==> src/strided_index_to_address_defines.svh <==
// ----------------------------------------------------------------------------
// Assertion macros for the strided index to address block
// Clocked on i_clk, disabled while i_rst_n is low.
// ----------------------------------------------------------------------------
`ifndef STRIDED_INDEX_TO_ADDRESS_DEFINES_SVH
`define STRIDED_INDEX_TO_ADDRESS_DEFINES_SVH

// same-cycle implication
`define SITA_ASSERT_NOW(lbl, ante, cons, msg) \
    lbl: assert property (@(posedge i_clk) disable iff (!i_rst_n) (ante) |-> (cons)) \
        else $error(msg);

// next-cycle implication
`define SITA_ASSERT_NEXT(lbl, ante, cons, msg) \
    lbl: assert property (@(posedge i_clk) disable iff (!i_rst_n) (ante) |=> (cons)) \
        else $error(msg);

`endif

==> src/sita_pkg.sv <==
// ----------------------------------------------------------------------------
// sita_pkg
// Shared widths, register indexes and the pipeline item record.
// ----------------------------------------------------------------------------
`default_nettype none

package sita_pkg;

    localparam int IDX_W   = 32;
    localparam int ADDR_W  = 48;
    localparam int EXT_W   = 16;
    localparam int STR_W   = 16;
    localparam int SIZE_W  = 4;
    localparam int CIDX_W  = 3;
    localparam int CDATA_W = 48;

    localparam logic [CIDX_W-1:0] CFG_BASE_ADDRESS  = 3'd0;
    localparam logic [CIDX_W-1:0] CFG_ITEM_SIZE     = 3'd1;
    localparam logic [CIDX_W-1:0] CFG_EXTENT_OUTER  = 3'd2;
    localparam logic [CIDX_W-1:0] CFG_EXTENT_MIDDLE = 3'd3;
    localparam logic [CIDX_W-1:0] CFG_EXTENT_INNER  = 3'd4;
    localparam logic [CIDX_W-1:0] CFG_STRIDE_OUTER  = 3'd5;
    localparam logic [CIDX_W-1:0] CFG_STRIDE_MIDDLE = 3'd6;
    localparam logic [CIDX_W-1:0] CFG_STRIDE_INNER  = 3'd7;

    // one request in flight: running index / quotient, partial remainder, address
    typedef struct packed {
        logic              valid;
        logic [IDX_W-1:0]  rest;
        logic [EXT_W-1:0]  rem;
        logic [ADDR_W-1:0] addr;
    } t_item;

endpackage

`default_nettype wire

==> src/sita_div_cell.sv <==
// ----------------------------------------------------------------------------
// sita_div_cell
// One restoring division step: shift one index bit into the remainder.
// ----------------------------------------------------------------------------
`default_nettype none
`include "strided_index_to_address_defines.svh"

module sita_div_cell (
    input  wire logic                      i_clk,
    input  wire logic                      i_rst_n,
    input  wire logic                      i_en,
    input  wire logic [sita_pkg::EXT_W-1:0] i_div,
    input  wire sita_pkg::t_item           i_item,
    output sita_pkg::t_item                o_item
);
    import sita_pkg::*;

    t_item            r_item;
    t_item            n_item;
    logic [EXT_W:0]   w_trial;
    logic             w_fit;

    always_comb begin
        w_trial = {i_item.rem, i_item.rest[IDX_W-1]};
        w_fit   = (w_trial >= {1'b0, i_div});
        n_item  = i_item;
        n_item.rest = {i_item.rest[IDX_W-2:0], w_fit};
        if (w_fit) begin
            n_item.rem = EXT_W'(w_trial - {1'b0, i_div});
        end else begin
            n_item.rem = w_trial[EXT_W-1:0];
        end
    end

    always_ff @(posedge i_clk) begin
        if (!i_rst_n) begin
            r_item.valid <= 1'b0;
        end else if (i_en) begin
            r_item <= n_item;
        end
    end

    assign o_item = r_item;

    `SITA_ASSERT_NEXT(a_valid_moves, i_en && i_item.valid, r_item.valid, "valid request lost")
    `SITA_ASSERT_NEXT(a_stall_holds, !i_en, $stable(r_item), "cell changed while stalled")
    `SITA_ASSERT_NEXT(a_rem_bound, i_en && i_item.valid && (i_item.rem < i_div), r_item.rem < $past(i_div), "rem")

endmodule

`default_nettype wire

==> config.mk <==
export PLATFORM = sky130hd
export DESIGN_NAME = sita_div_cell
export DESIGN_NICKNAME = d
export VERILOG_FILES = /design/src/sita_pkg.sv /design/src/sita_div_cell.sv
export VERILOG_INCLUDE_DIRS = /design/src /design/src/src
export SDC_FILE = /design/constraint.sdc
export NUM_CORES = 1
export LEC_CHECK = 0
export ABC_CLOCK_PERIOD_IN_PS = 7400
export BUFFER_PORTS_ARGS = -buffer_cell sky130_fd_sc_hd__buf_2
export CORE_AREA = 10 10 103 105
export CTS_CLUSTER_SIZE = 10
export DETAILED_ROUTE_END_ITERATION = 10
export DIE_AREA = 0 0 113 115
export PLACE_DENSITY = 0.84
export SLEW_MARGIN = 10
export SYNTH_ARGS = -nofsm -noshare
export SYNTH_HDL_FRONTEND = slang
export SYNTH_SLANG_ARGS = --single-unit
==> constraint.sdc <==
create_clock -name i_clk -period 7.4 [get_ports i_clk]
set_input_delay 1.48 -clock i_clk [delete_from_list [all_inputs] [get_ports i_clk]]
set_output_delay 1.48 -clock i_clk [all_outputs]
set_load 0.005 [all_outputs]
# ---- After elaboration in Yosys (flattened, before gate mapping)
# Index checks and enable logic that the tools add are counted.
dict set report word_totals {
  reg_bits 97
  inputBits 116
  out_inout_bits 97
  word_cells 8
}
dict set report op_classes {
  add_sub_neg 1
  order_cmp 1
  mux 1
  n_reduce_logical 1
}
# operator count
set op_table {}
lappend op_table {{greater-or-equal comparator 17 x 16 -> 1 bit} 1}
lappend op_table {{two-way mux 16 bit} 1}
lappend op_table {{subtractor 16 bit} 1}
lappend op_table {{AND reduction 2 bit} 1}

# ---- Depth between registers and ports, before layout
dict set report depth {
  word_depth 2
  depth_mapped 12
  ltp_nobuf 9
}

# ---- Worst setup path after synthesis
# OpenSTA, ideal clock, no wires.
dict set report synth_path {
  path_type {input -> register}
  start {input i_en}
  end {register r_item, in the netlist o_item[0] (enable)}
  setup_time_ps 465
  t_arrival_ps 3700
  t_required_ps 6935
  path_slack_ps 3235
  path_stages 1
  path_buffers 0
  path_cell_list {and2_1}
}
dict set report synth_between {
  elab_chain_len 1
}
# element line_no
set synth_lines {}
lappend synth_lines {{start: declaration} sita_div_cell.sv:11} ;# input wire logic i_en,
lappend synth_lines {{AND reduction 2 bit (no line)} n/a}
lappend synth_lines {{end signal: assignment} sita_div_cell.sv:39} ;# r_item <= n_item;
lappend synth_lines {{end: declaration} sita_div_cell.sv:18} ;# t_item r_item;
# No other way between the ends.
# A chain may end at the register's enable or synchronous reset.

==> impl_metrics.sql <==
INSERT INTO impl_metrics (metric_group, metric, value, unit) VALUES
('cells_and_area', 'mostFrequentLayoutCells', 'sky130_fd_sc_hd__buf_2 (212), sky130_fd_sc_hd__edfxtp_1 (96), sky130_fd_sc_hd__inv_1 (19), sky130_fd_sc_hd__ha_1 (16), sky130_fd_sc_hd__nor2_1 (12)', ''),
('cts', 'cts_repair_resize_count', '0', ''),
('sta', 'tightest_slew', '0.426', 'ns'),
('critical_path', 'worstRegToRegCells', '2', ''),
('critical_path', 'setup.worst_path.class', 'input port to flop', ''),
('pwr', 'p_per_area', '216', 'nW/um^2'),
('cells_and_area', 'multiInputGateArea', '1080', 'um^2'),
('sta', 'timing.slew.headroom', '0.716', ''),
('yosys', 'postSynthRegisterBits', '97', ''),
('critical_path', 'critical_path_cell_count', '10', ''),
('critical_path', 'highest_net_fanout_along_the_worst_path', '11', ''),
('critical_path', 'end_kind', 'flop', ''),
('critical_path', 'timing.critical_path.arrival', '3.62', 'ns'),
('global_route', 'first_global_vias', '3033', ''),
('sta', 'final-setup-viol-count', '0', ''),
('critical_path', 'endpoint', 'o_item[58]', ''),
('cells_and_area', 'area_growth_syn_to_layout', '32.9', '%'),
('worst_hold_path', 'holdCritPathClass', 'flop to flop', ''),
('critical_path', 'crit-reg2reg-capture', 'o_item[96]', ''),
('critical_path', 'setup.worst_path.start', 'i_div[8]', ''),
('cells_and_area', 'post_route_utilization', '0.640', ''),
('cells_and_area', 'drive_gt1_frac', '0.514', ''),
('pwr', 'cell_leakage_power', '2.47', 'nW'),
('routing', 'via_count', '3015', ''),
('sta', 'hold-worst-slack', '0.555', 'ns'),
('pwr', 'p_comb_frac', '0.169', ''),
('pwr', 'switching_share', '0.258', ''),
('yosys', 'synth_top_flop_cell', 'sky130_fd_sc_hd__edfxtp_1', ''),
('routing', 'drt_iter0_drc', '148', ''),
('critical_path', 'path_cells', 'buf_2 -> inv_1 -> ha_1 -> a21oi_2 -> o21ai_1 -> a221o_1 -> a21boi_4 -> and2_4 -> inv_4 -> mux2_4', ''),
('global_route', 'wire_length_of_the_first_global_routing_pass', '17900', 'um'),
('cells_and_area', 'antenna-diode-count', '0', ''),
('critical_path', 'cell_type_of_the_slowest_stage_on_the_worst_timing_path', 'sky130_fd_sc_hd__a221o_1', ''),
('sta', 'final.period_utilization', '0.476', ''),
('cts', 'path_clk_slew', '0.08', 'ns'),
('yosys', 'syn-instance-count', '253', ''),
('routing', 'detail_route.wirelength', '12400', 'um'),
('critical_path', 'worstReg2RegStart', 'o_item[96]', ''),
('yosys', 'synthesis.yosys.warnings', '0', ''),
('cells_and_area', 'mostFrequentLayoutCell', 'sky130_fd_sc_hd__buf_2', ''),
('place', 'portBuffers', '212', ''),
('place', 'post_dp_cell_area', '5250', 'um^2'),
('cts', 'cts.hold.buffers_added', '0', ''),
('sta', 'setup_slack_after_layout', '3.88', 'ns'),
('critical_path', 'timing.critical_path.from_type', 'input port', ''),
('cells_and_area', 'num-fill-cells', '654', ''),
('pwr', 'vdd.ir_drop.worst', '98.7', 'uV'),
('pwr', 'total_switching_power', '306', 'uW'),
('yosys', 'syn-cell-area', '4120', 'um^2'),
('yosys', 'synth_sequential_area_ratio', '0.705', ''),
('routing', 'drc', '0', ''),
('pwr', 'p_int', '878', 'uW'),
('critical_path', 'crit_buf_inv', '3', ''),
('place', 'globalplace.congestion', '0.830', ''),
('cts', 'cts_root_buf', 'sky130_fd_sc_hd__clkbuf_8', ''),
('worst_hold_path', 'worstHoldStart', 'o_item[96]', ''),
('cells_and_area', 'final_cells', '585', ''),
('cts', 'cts_tree', 'done', ''),
('yosys', 'postSynth.asyncResetShare', '0', ''),
('die', 'dieArea', '13000', 'um^2'),
('yosys', 'syn-num-nets', '386', ''),
('place', 'dpl_worst_slack', '3.54', 'ns'),
('pwr', 'clock_power_share', '0.272', ''),
('cts', 'clock_latency', '0.34', 'ns'),
('die', 'core.rowCount', '34', ''),
('job', 'max_cap_viol_count', '0', ''),
('die', 'die_y', '115', 'um'),
('cts', 'htree_num_levels', '3', ''),
('cts', 'max-clock-path-buffers', '2', ''),
('yosys', 'syn-mean-instance-area', '16.3', 'um^2'),
('status', 'status', 'finished, final reports clean', '');
## synthesized netlist by cell type (4+ instances only)
master                     instances  area, um^2
sky130_fd_sc_hd__nand3_1           7        35.0
sky130_fd_sc_hd__o21ai_0           9        45.0
sky130_fd_sc_hd__inv_1            19        71.3
sky130_fd_sc_hd__o31ai_1           5        37.5
sky130_fd_sc_hd__xnor2_1           5        43.8
sky130_fd_sc_hd__o21a_1            6        45.0
sky130_fd_sc_hd__nand2_1           5        18.8
sky130_fd_sc_hd__mux2_4            8         120
sky130_fd_sc_hd__nor2_1           12        45.0
sky130_fd_sc_hd__a21o_1            5        37.5
sky130_fd_sc_hd__edfxtp_1         96        2880
sky130_fd_sc_hd__ha_1             16         200
sky130_fd_sc_hd__xor2_1            4        35.0
## power groups by stage
stage,Sequential (mW),Combinational (mW),Clock [mW]
CTS,0.662,0.200,0.329
global placement,0.672,0.194,0
global route,0.664,0.218,0.353
finish,0.661,0.200,0.323
floorplan,0.682,0.0988,0
detailed placement,0.675,0.200,0
## routing by layer
metal / vias to the layer above / track usage / wire, um
li1: 1411 / - / -
met1: 1434 / 0.195 / 4620
met2: 157 / 0.326 / 6520
met3: 13 / 0.0604 / 1140
met4: 0 / 0.0389 / 98
met5: - / 0 / 0
## worst register-to-register path, stage by stage, from the launching register on
cell and delay, ns:
sky130_fd_sc_hd__dfxtp_1 0.32, sky130_fd_sc_hd__mux2i_1 0.14, sky130_fd_sc_hd__nor2b_1 0.06
## worst min-delay path by stage
stage                             to  slack (ns)  cells after the start
after floorplan           o_item[96]        0.51                      2
after global placement    o_item[96]        0.49                      2
after detailed placement  o_item[96]        0.54                      2
after CTS                 o_item[96]        0.56                      2
after global routing      o_item[96]        0.61                      2
final                     o_item[96]        0.55                      2
## cell families after synthesis
family,Yosys count,synth area share
AOI/OAI and AO/OA,52,0.0982
adders and majority gates,17,0.0535
muxes,11,0.0368
DFF,97,0.705
and+or+nand+nor,42,0.0535
xor gates and xnor gates,9,0.0191
buffers and inverters,25,0.0337
## cell type report
class / count / share of cell area
clock inverters: 7 / 0.0121
inverters: 20 / 0.0142
multi-input cells: 131 / 0.197
repair buffers: 213 / 0.199
flip-flops and latches: 97 / 0.531
well taps: 108 / 0.0247
clock buffers: 9 / 0.0226
Note: power is estimated with default switching activity, not from simulation.
