File: config.mk
export PLATFORM = sky130hd
export DESIGN_NAME = sita_mac_cell
export DESIGN_NICKNAME = d
export VERILOG_FILES = /design/src/strided_index_to_address_defines.svh /design/src/sita_pkg.sv /design/src/sita_mac_cell.sv
export SDC_FILE = /design/constraint.sdc
export NUM_CORES = 1
export LEC_CHECK = 0
export ABC_AREA = 1
export BUFFER_PORTS_ARGS = -buffer_cell sky130_fd_sc_hd__buf_2
export CAP_MARGIN = 10
export CORE_ASPECT_RATIO = 1.2
export CORE_UTILIZATION = 40
export DETAILED_ROUTE_END_ITERATION = 8
export REMOVE_ABC_BUFFERS = 1
export SLEW_MARGIN = 40
export SYNTH_ARGS = -nofsm -noshare
export SYNTH_HDL_FRONTEND = slang
export SYNTH_SLANG_ARGS = --single-unit
File: constraint.sdc
create_clock -name i_clk -period 6.54 [get_ports i_clk]
set_input_delay 0.327 -clock i_clk [delete_from_list [all_inputs] [get_ports i_clk]]
set_output_delay 0.327 -clock i_clk [all_outputs]
set_load 0.05 [all_outputs]
File: src/strided_index_to_address_defines.svh
// ----------------------------------------------------------------------------
// Assertion macros for the strided index to address block
// Clocked on i_clk, disabled while i_rst_n is low.
// ----------------------------------------------------------------------------
`ifndef STRIDED_INDEX_TO_ADDRESS_DEFINES_SVH
`define STRIDED_INDEX_TO_ADDRESS_DEFINES_SVH

// same-cycle implication
`define SITA_ASSERT_NOW(lbl, ante, cons, msg) \
    lbl: assert property (@(posedge i_clk) disable iff (!i_rst_n) (ante) |-> (cons)) \
        else $error(msg);

// next-cycle implication
`define SITA_ASSERT_NEXT(lbl, ante, cons, msg) \
    lbl: assert property (@(posedge i_clk) disable iff (!i_rst_n) (ante) |=> (cons)) \
        else $error(msg);

`endif

File: src/sita_pkg.sv
// ----------------------------------------------------------------------------
// sita_pkg
// Shared widths, register indexes and the pipeline item record.
// ----------------------------------------------------------------------------
`default_nettype none

package sita_pkg;

    localparam int IDX_W   = 32;
    localparam int ADDR_W  = 48;
    localparam int EXT_W   = 16;
    localparam int STR_W   = 16;
    localparam int SIZE_W  = 4;
    localparam int CIDX_W  = 3;
    localparam int CDATA_W = 48;

    localparam logic [CIDX_W-1:0] CFG_BASE_ADDRESS  = 3'd0;
    localparam logic [CIDX_W-1:0] CFG_ITEM_SIZE     = 3'd1;
    localparam logic [CIDX_W-1:0] CFG_EXTENT_OUTER  = 3'd2;
    localparam logic [CIDX_W-1:0] CFG_EXTENT_MIDDLE = 3'd3;
    localparam logic [CIDX_W-1:0] CFG_EXTENT_INNER  = 3'd4;
    localparam logic [CIDX_W-1:0] CFG_STRIDE_OUTER  = 3'd5;
    localparam logic [CIDX_W-1:0] CFG_STRIDE_MIDDLE = 3'd6;
    localparam logic [CIDX_W-1:0] CFG_STRIDE_INNER  = 3'd7;

    // one request in flight: running index / quotient, partial remainder, address
    typedef struct packed {
        logic              valid;
        logic [IDX_W-1:0]  rest;
        logic [EXT_W-1:0]  rem;
        logic [ADDR_W-1:0] addr;
    } t_item;

endpackage

`default_nettype wire

File: src/sita_mac_cell.sv
// ----------------------------------------------------------------------------
// sita_mac_cell
// Scale one dimension's position by stride and item size, add to the address.
// ----------------------------------------------------------------------------
`default_nettype none

module sita_mac_cell (
    input  wire logic                        i_clk,
    input  wire logic                        i_rst_n,
    input  wire logic                        i_en,
    input  wire logic [sita_pkg::STR_W-1:0]  i_stride,
    input  wire logic [sita_pkg::SIZE_W-1:0] i_size,
    input  wire sita_pkg::t_item             i_item,
    output sita_pkg::t_item                  o_item
);
    import sita_pkg::*;

    localparam int P1_W = EXT_W + STR_W;
    localparam int P2_W = P1_W + SIZE_W;

    t_item            r_s1;
    t_item            r_s2;
    t_item            r_s3;
    t_item            n_s3;
    logic [P1_W-1:0]  r_p1;
    logic [P2_W-1:0]  r_p2;

    // add the scaled position; clear remainder for the next dimension's divide
    always_comb begin
        n_s3      = r_s2;
        n_s3.addr = r_s2.addr + ADDR_W'(r_p2);
        n_s3.rem  = '0;
    end

    always_ff @(posedge i_clk) begin
        if (!i_rst_n) begin
            r_s1.valid <= 1'b0;
            r_s2.valid <= 1'b0;
            r_s3.valid <= 1'b0;
        end else if (i_en) begin
            r_s1 <= i_item;
            r_p1 <= i_item.rem * i_stride;
            r_s2 <= r_s1;
            r_p2 <= r_p1 * i_size;
            r_s3 <= n_s3;
        end
    end

    assign o_item = r_s3;

endmodule

`default_nettype wire

# Yosys cells after proc, flatten, opt, wreduce, memory -nomap -nowiden
# Index checks and enable logic that the tools add are counted.
[op_classes]
add_sub_neg = 1
multipliers = 2
n_reduce_logical = 1
[op_table]
columns = ["cell", "count"]
rows = [
  ["$add 48x36->48", 1],
  ["$mul 32x4->36", 1],
  ["$mul 16x16->32", 1],
  ["$reduce_and 2->1", 1],
]
[totals]
ff_bits = 311
in_bits = 120
output_inout_bits = 97
elab_cells = 15

# Logic depth before layout (Yosys ltp)
[logic_depth]
word_depth = 1
ltp_mapped = 25
depth_no_buf = 23

# Least setup slack after synthesis
# OpenSTA, ideal clock, no wires.
[synth_timing]
path_type = "input to register"
startpoint = "in i_rst_n"
endpoint = "reg r_s2 (netlist bit n_s3[64]), enable pin"
setup_time_ns = 0.658
t_arrival_ns = 6.262
required_ns = 5.882
slack_ns = -0.379
path_stages = 2
n_path_buf = 0
cell_sequence = "nand2_1 inv_1"
[synth_via]
elab_chain_len = 1
[synth_lines]
columns = ["element", "line_no", "source"]
rows = [
  ["start, declared", "sita_mac_cell.sv:9", "input wire logic i_rst_n,"],
  ["$reduce_and 2->1 (no source line)", "--", ""],
  ["end signal, assigned", "sita_mac_cell.sv:43", "r_s2 <= r_s1;"],
  ["end, declared", "sita_mac_cell.sv:22", "t_item r_s2;"],
]
# No other way between the ends.
# A chain may end at the register's enable or synchronous reset.

# Worst setup path after layout
[layout_timing]
startpoint = "in i_item[55] (netlist name)"
endpoint = "reg r_p1[27], data pin"
[layout_via]
elab_chain_len = 1
[layout_lines]
columns = ["element", "line_no", "source"]
rows = [
  ["start, declared", "sita_mac_cell.sv:13", "input wire sita_pkg::t_item i_item,"],
  ["$mul 16x16->32", "sita_mac_cell.sv:42", "r_p1 <= i_item.rem * i_stride;"],
  ["end signal, assigned", "sita_mac_cell.sv:42", ""],
  ["end, declared", "sita_mac_cell.sv:25", "logic [P1_W-1:0] r_p1;"],
]
# No other way between the ends.

==> results.env <==
FINAL_MIN_PERIOD_OVER_CLOCK_PERIOD_PCT=78.7
FINISH.NET_COUNT=3946
SLOWEST_DELAY_NS=0.56
WORSTPATHCELLLIST='buf_2 -> nand2_1 -> fa_1 -> inv_1 -> fa_1 -> fa_1 -> fa_1 -> fa_1 -> inv_1 -> fa_1 -> inv_1 -> ha_1 -> nand2_1 -> nor2_1 -> inv_1 -> nor3_1 -> nand3_1 -> nand3_1 -> nand2_1'
WORST-PATH-MAX-FANOUT=16
FP.COREAREA_UM2=65900
FLOPS_LATCHES_SYNTH=311
TOTAL_STANDARD_CELL_AREA_AFTER_SYNTHESIS_UM2=26700
GRT_PASS1_VIAS=20200
MOST_COMMON_FLOP_CELL_MAPPED_BY_YOSYS='sky130_fd_sc_hd__edfxtp_1'
POST-ROUTE-CELL-AREA_UM2=30300
NUMBER_OF_SETUP_BUFFERS_ADDED_AFTER_CTS=0
CTS_MADE_BUFFERS=28
WORST-PATH-STAGES=19
CTS-ROOT-BUF='sky130_fd_sc_hd__clkbuf_16'
SYN-MEAN-INSTANCE-AREA_UM2=8.47
FLOORPLAN.INITIALDENSITY_PCT=40.5
DIE_W_UM=238
ASYNC_RESET_FF_SHARE_PCT=0
SYNTH_TOP_CELL_BY_AREA='sky130_fd_sc_hd__edfxtp_1'
CTS-ROOT-TO-SINK-BUFFERS=3
ANTENNA_VIOLATING_NETS_POST_ROUTE=0
CP_NUM_BUF_INV=5
FINAL_PERIOD_MINUS_WORST_SETUP_SLACK_NS=5.15
WL_PER_CELL_UM=14.4
DRIVE_ABOVE_1_SHARE_PCT=9.15
DIE_HEIGHT_UM=285
WHS_NS=0.0353
R2R_SETUP_SLACK_NS=3.16
TRITONCTS_CLOCK_TREE='done'
POSTSYNTHCELLCOUNT=3153
CLOCK_SINKS=311
CRITICAL-PATH-TOP-DELAY-FAMILY='adder cells'
DPL-INSTANCE-AREA_UM2=28500
PLACEMENTROWS=103
DRV_CAP=0
YS_TOP_CELLS_BY_AREA='sky130_fd_sc_hd__edfxtp_1 35%, sky130_fd_sc_hd__fa_1 19%, sky130_fd_sc_hd__nand2_1 14%'
GRT_START_MAX_NET_PINS=115
CLK_LAT_WORST_SKEW_NS=0.57
CRIT_SLOWEST_CELL='sky130_fd_sc_hd__fa_1'
ROUTE.DETAILED.DRC=0
WORST_MIN_DELAY_PATH_CLASS='primary input to flip-flop'
DETAILEDROUTE.FIRSTPASSITERATIONCOUNT=5
SYNTHDOMINANTCELLAREASHARE_PCT=34.6
GRTUSAGETOTAL_PCT=18.6
IO-PIN-COUNT=217
PORT_BUFFERS=200
GRT_FIRST_PASS_WIRELENGTH_UM=101000
CTS_HTREE_LEVELS=1
FINAL.SETUP_SKEW_NS=0.0128
SYNTH_ENABLE_FLOP_CELLS=308
SYNTH.YOSYS.SEQ_AREA_SHARE_PCT=34.9
WORST_SETUP_PATH_END='r_p1[27]'
RUN_STATUS='completed'
CRIT-REG2REG-LAUNCH='r_p1[2]'
NUMBER_OF_CELLS_UPSIZED_OR_DOWNSIZED_AFTER_CTS=0
YOSYS.CELL_COUNT.TOP_TYPE='sky130_fd_sc_hd__nand2_1'
NUM_VIAS=19600
DRT_FIRST_ITER_VIOLATIONS=865
VDD_DROP_MAX_uV=329
CELLPOWERDENSITY_nW_PER_UM2=523
MAX_FREQ_MHz=194
SLEW_VIOL_FINAL=0
RELSLEWSLACK_PCT=50.9
SYNTH.LIB_CELLS_USED.DISTINCT=33
CRITICAL_PATH.MOST_COMMON_CELL='sky130_fd_sc_hd__fa_1'
POST_DRT_VIA_CELL_RATIO=4.56
CP.ARRIVAL_NS=5.47
CTSHOLDBUFFERS=82
WORSTSETUPPATHTYPE='primary input to flip-flop'
GPL.FINAL_WEIGHTED_CONGESTION=0.927
SYNTH.CELLS.MOST_FREQUENT='1011 x sky130_fd_sc_hd__nand2_1, 741 x sky130_fd_sc_hd__inv_1, 308 x sky130_fd_sc_hd__edfxtp_1, 255 x sky130_fd_sc_hd__fa_1, 180 x sky130_fd_sc_hd__ha_1'
DIODES_INSERTED=0
DP.FINAL_HPWL_UM=50700
CRITICAL_PATH.REG2REG.ENDPOINT='r_p2[32]'
WORSTSETUPENDPOINTTYPE='flip-flop'
CLK_TRANSITION_REPORTED_PATHS_NS=0.07
FLOORPLAN.DIE_AREA_UM2=67800
CRIT_PATH_START='i_item[55]'
SYNTHTOLAYOUTAREAGROWTH_PCT=13.4
RSZ0062_AT_GRT='no'
WL_UM=62000
TRANSITION_TIME_AT_THE_PIN_WITH_THE_LEAST_SLEW_MARGIN_NS=0.736
YOSYSWARNINGS=0
R2R_CELLS=15
CRIT_PATH_START_KIND='primary input'
SETUP_VIOL=0
POST-ROUTE-UTIL_PCT=46.0
LEAKAGE_POWER_nW=15.8
CP.REQUIRED_NS=6.86
GRT_ANTENNA_BEFORE_REPAIR=0
GLOBALROUTEOVERFLOWTOTAL=0
FINAL_HOLD_VIOL_COUNT=0
-- through the flow --
step	cells	TNS [ns]	worst slack [ns]	power [mW]
2_1_floorplan	3076	-116.83	-0.379	11.4
3_3_place_gp	4170	0	0.764	14.3
3_5_place_dp	4171	0	0.817	14.3
4_1_cts	4302	0	1.45	16.1
5_1_grt	4302	0	1.15	17.7
6_report	4302	0	1.39	15.8
-- cells by family after synthesis --
group / after synthesis / synth area share (%)
AO/OA/AOI/OAI: 148 / 2.87
AND/OR/NAND/NOR: 1358 / 20.7
XOR/XNOR: 58 / 1.90
buffers and inverters: 842 / 12.1
adder cells (fa/ha/maj): 435 / 27.6
other: 1 / 0.0140
flip-flops: 311 / 34.9
-- layout make-up --
class,instances,area (um^2)
Timing Repair Buffer,285,1880
Tap cell,892,1120
Inverter,750,2820
Sequential cell,311,9310
Multi-Input combinational cell,2015,14200
Fill cell,6503,35600
Clock inverter,20,216
Clock buffer,29,704
-- power by group --
group          total (mW)  internal [mW]  switching, mW
clock                1.66          0.940          0.720
combinational        11.0           3.74           7.25
sequential           3.18           3.01          0.166
total                15.8           7.69           8.14
-- registers in the layout, indices dropped and copies added (netlist names) --
register  flops
o_item       81
r_p2         36
r_p1         32
r_s2         48
r_s1         81
n_s3         33
-- per-layer routing --
| layer | track usage [%] | vias to the layer above | part of all wire (%) |
|---|---|---|---|
| li1 | - | 9965 | - |
| met1 | 22.1 | 9144 | 41 |
| met2 | 35.2 | 389 | 52 |
| met3 | 1.45 | 101 | 3.3 |
| met4 | 6.37 | 0 | 3.2 |
| met5 | 0 | - | 0 |
-- worst min-delay path by stage --
stage	from	end	slack (ns)	cells after the start
global route	i_rst_n	n_s3[96]	0.04	3
global placement	r_s1[64]	n_s3[64]	0.40	0
floorplan	r_s1[64]	n_s3[64]	0.40	0
detailed placement	r_s1[78]	n_s3[78]	0.40	0
finish	i_rst_n	n_s3[96]	0.04	3
CTS	i_rst_n	n_s3[96]	0.0009	3
-- placed cells by master, fill, tap and decap left out, types with 5 or more instances in the layout --
| cell | n |
|---|---|
| sky130_fd_sc_hd__nand3_2 | 9 |
| sky130_fd_sc_hd__conb_1 | 16 |
| sky130_fd_sc_hd__o21ai_0 | 46 |
| sky130_fd_sc_hd__clkinv_2 | 5 |
| sky130_fd_sc_hd__nor2_2 | 18 |
| sky130_fd_sc_hd__nand4_1 | 17 |
| sky130_fd_sc_hd__xor2_1 | 54 |
| sky130_fd_sc_hd__nor3_1 | 18 |
| sky130_fd_sc_hd__a21oi_1 | 91 |
| sky130_fd_sc_hd__clkinv_1 | 6 |
| sky130_fd_sc_hd__clkbuf_16 | 28 |
| sky130_fd_sc_hd__nor2_4 | 7 |
| sky130_fd_sc_hd__inv_1 | 740 |
| sky130_fd_sc_hd__nand2_1 | 1011 |
| sky130_fd_sc_hd__nor2_1 | 153 |
| sky130_fd_sc_hd__fa_1 | 255 |
| sky130_fd_sc_hd__ha_1 | 180 |
| sky130_fd_sc_hd__buf_2 | 200 |
| sky130_fd_sc_hd__edfxtp_1 | 308 |
| sky130_fd_sc_hd__nand2_2 | 17 |
| sky130_fd_sc_hd__nand3_1 | 96 |
| sky130_fd_sc_hd__dlygate4sd3_1 | 82 |
| sky130_fd_sc_hd__inv_2 | 9 |
-- tightest hold or removal path, stage by stage --
cell,delay (ns)
sky130_fd_sc_hd__buf_2,0.12
sky130_fd_sc_hd__o21ai_0,0.06
sky130_fd_sc_hd__nor2_1,0.04
(Power assumes the default switching activity.)
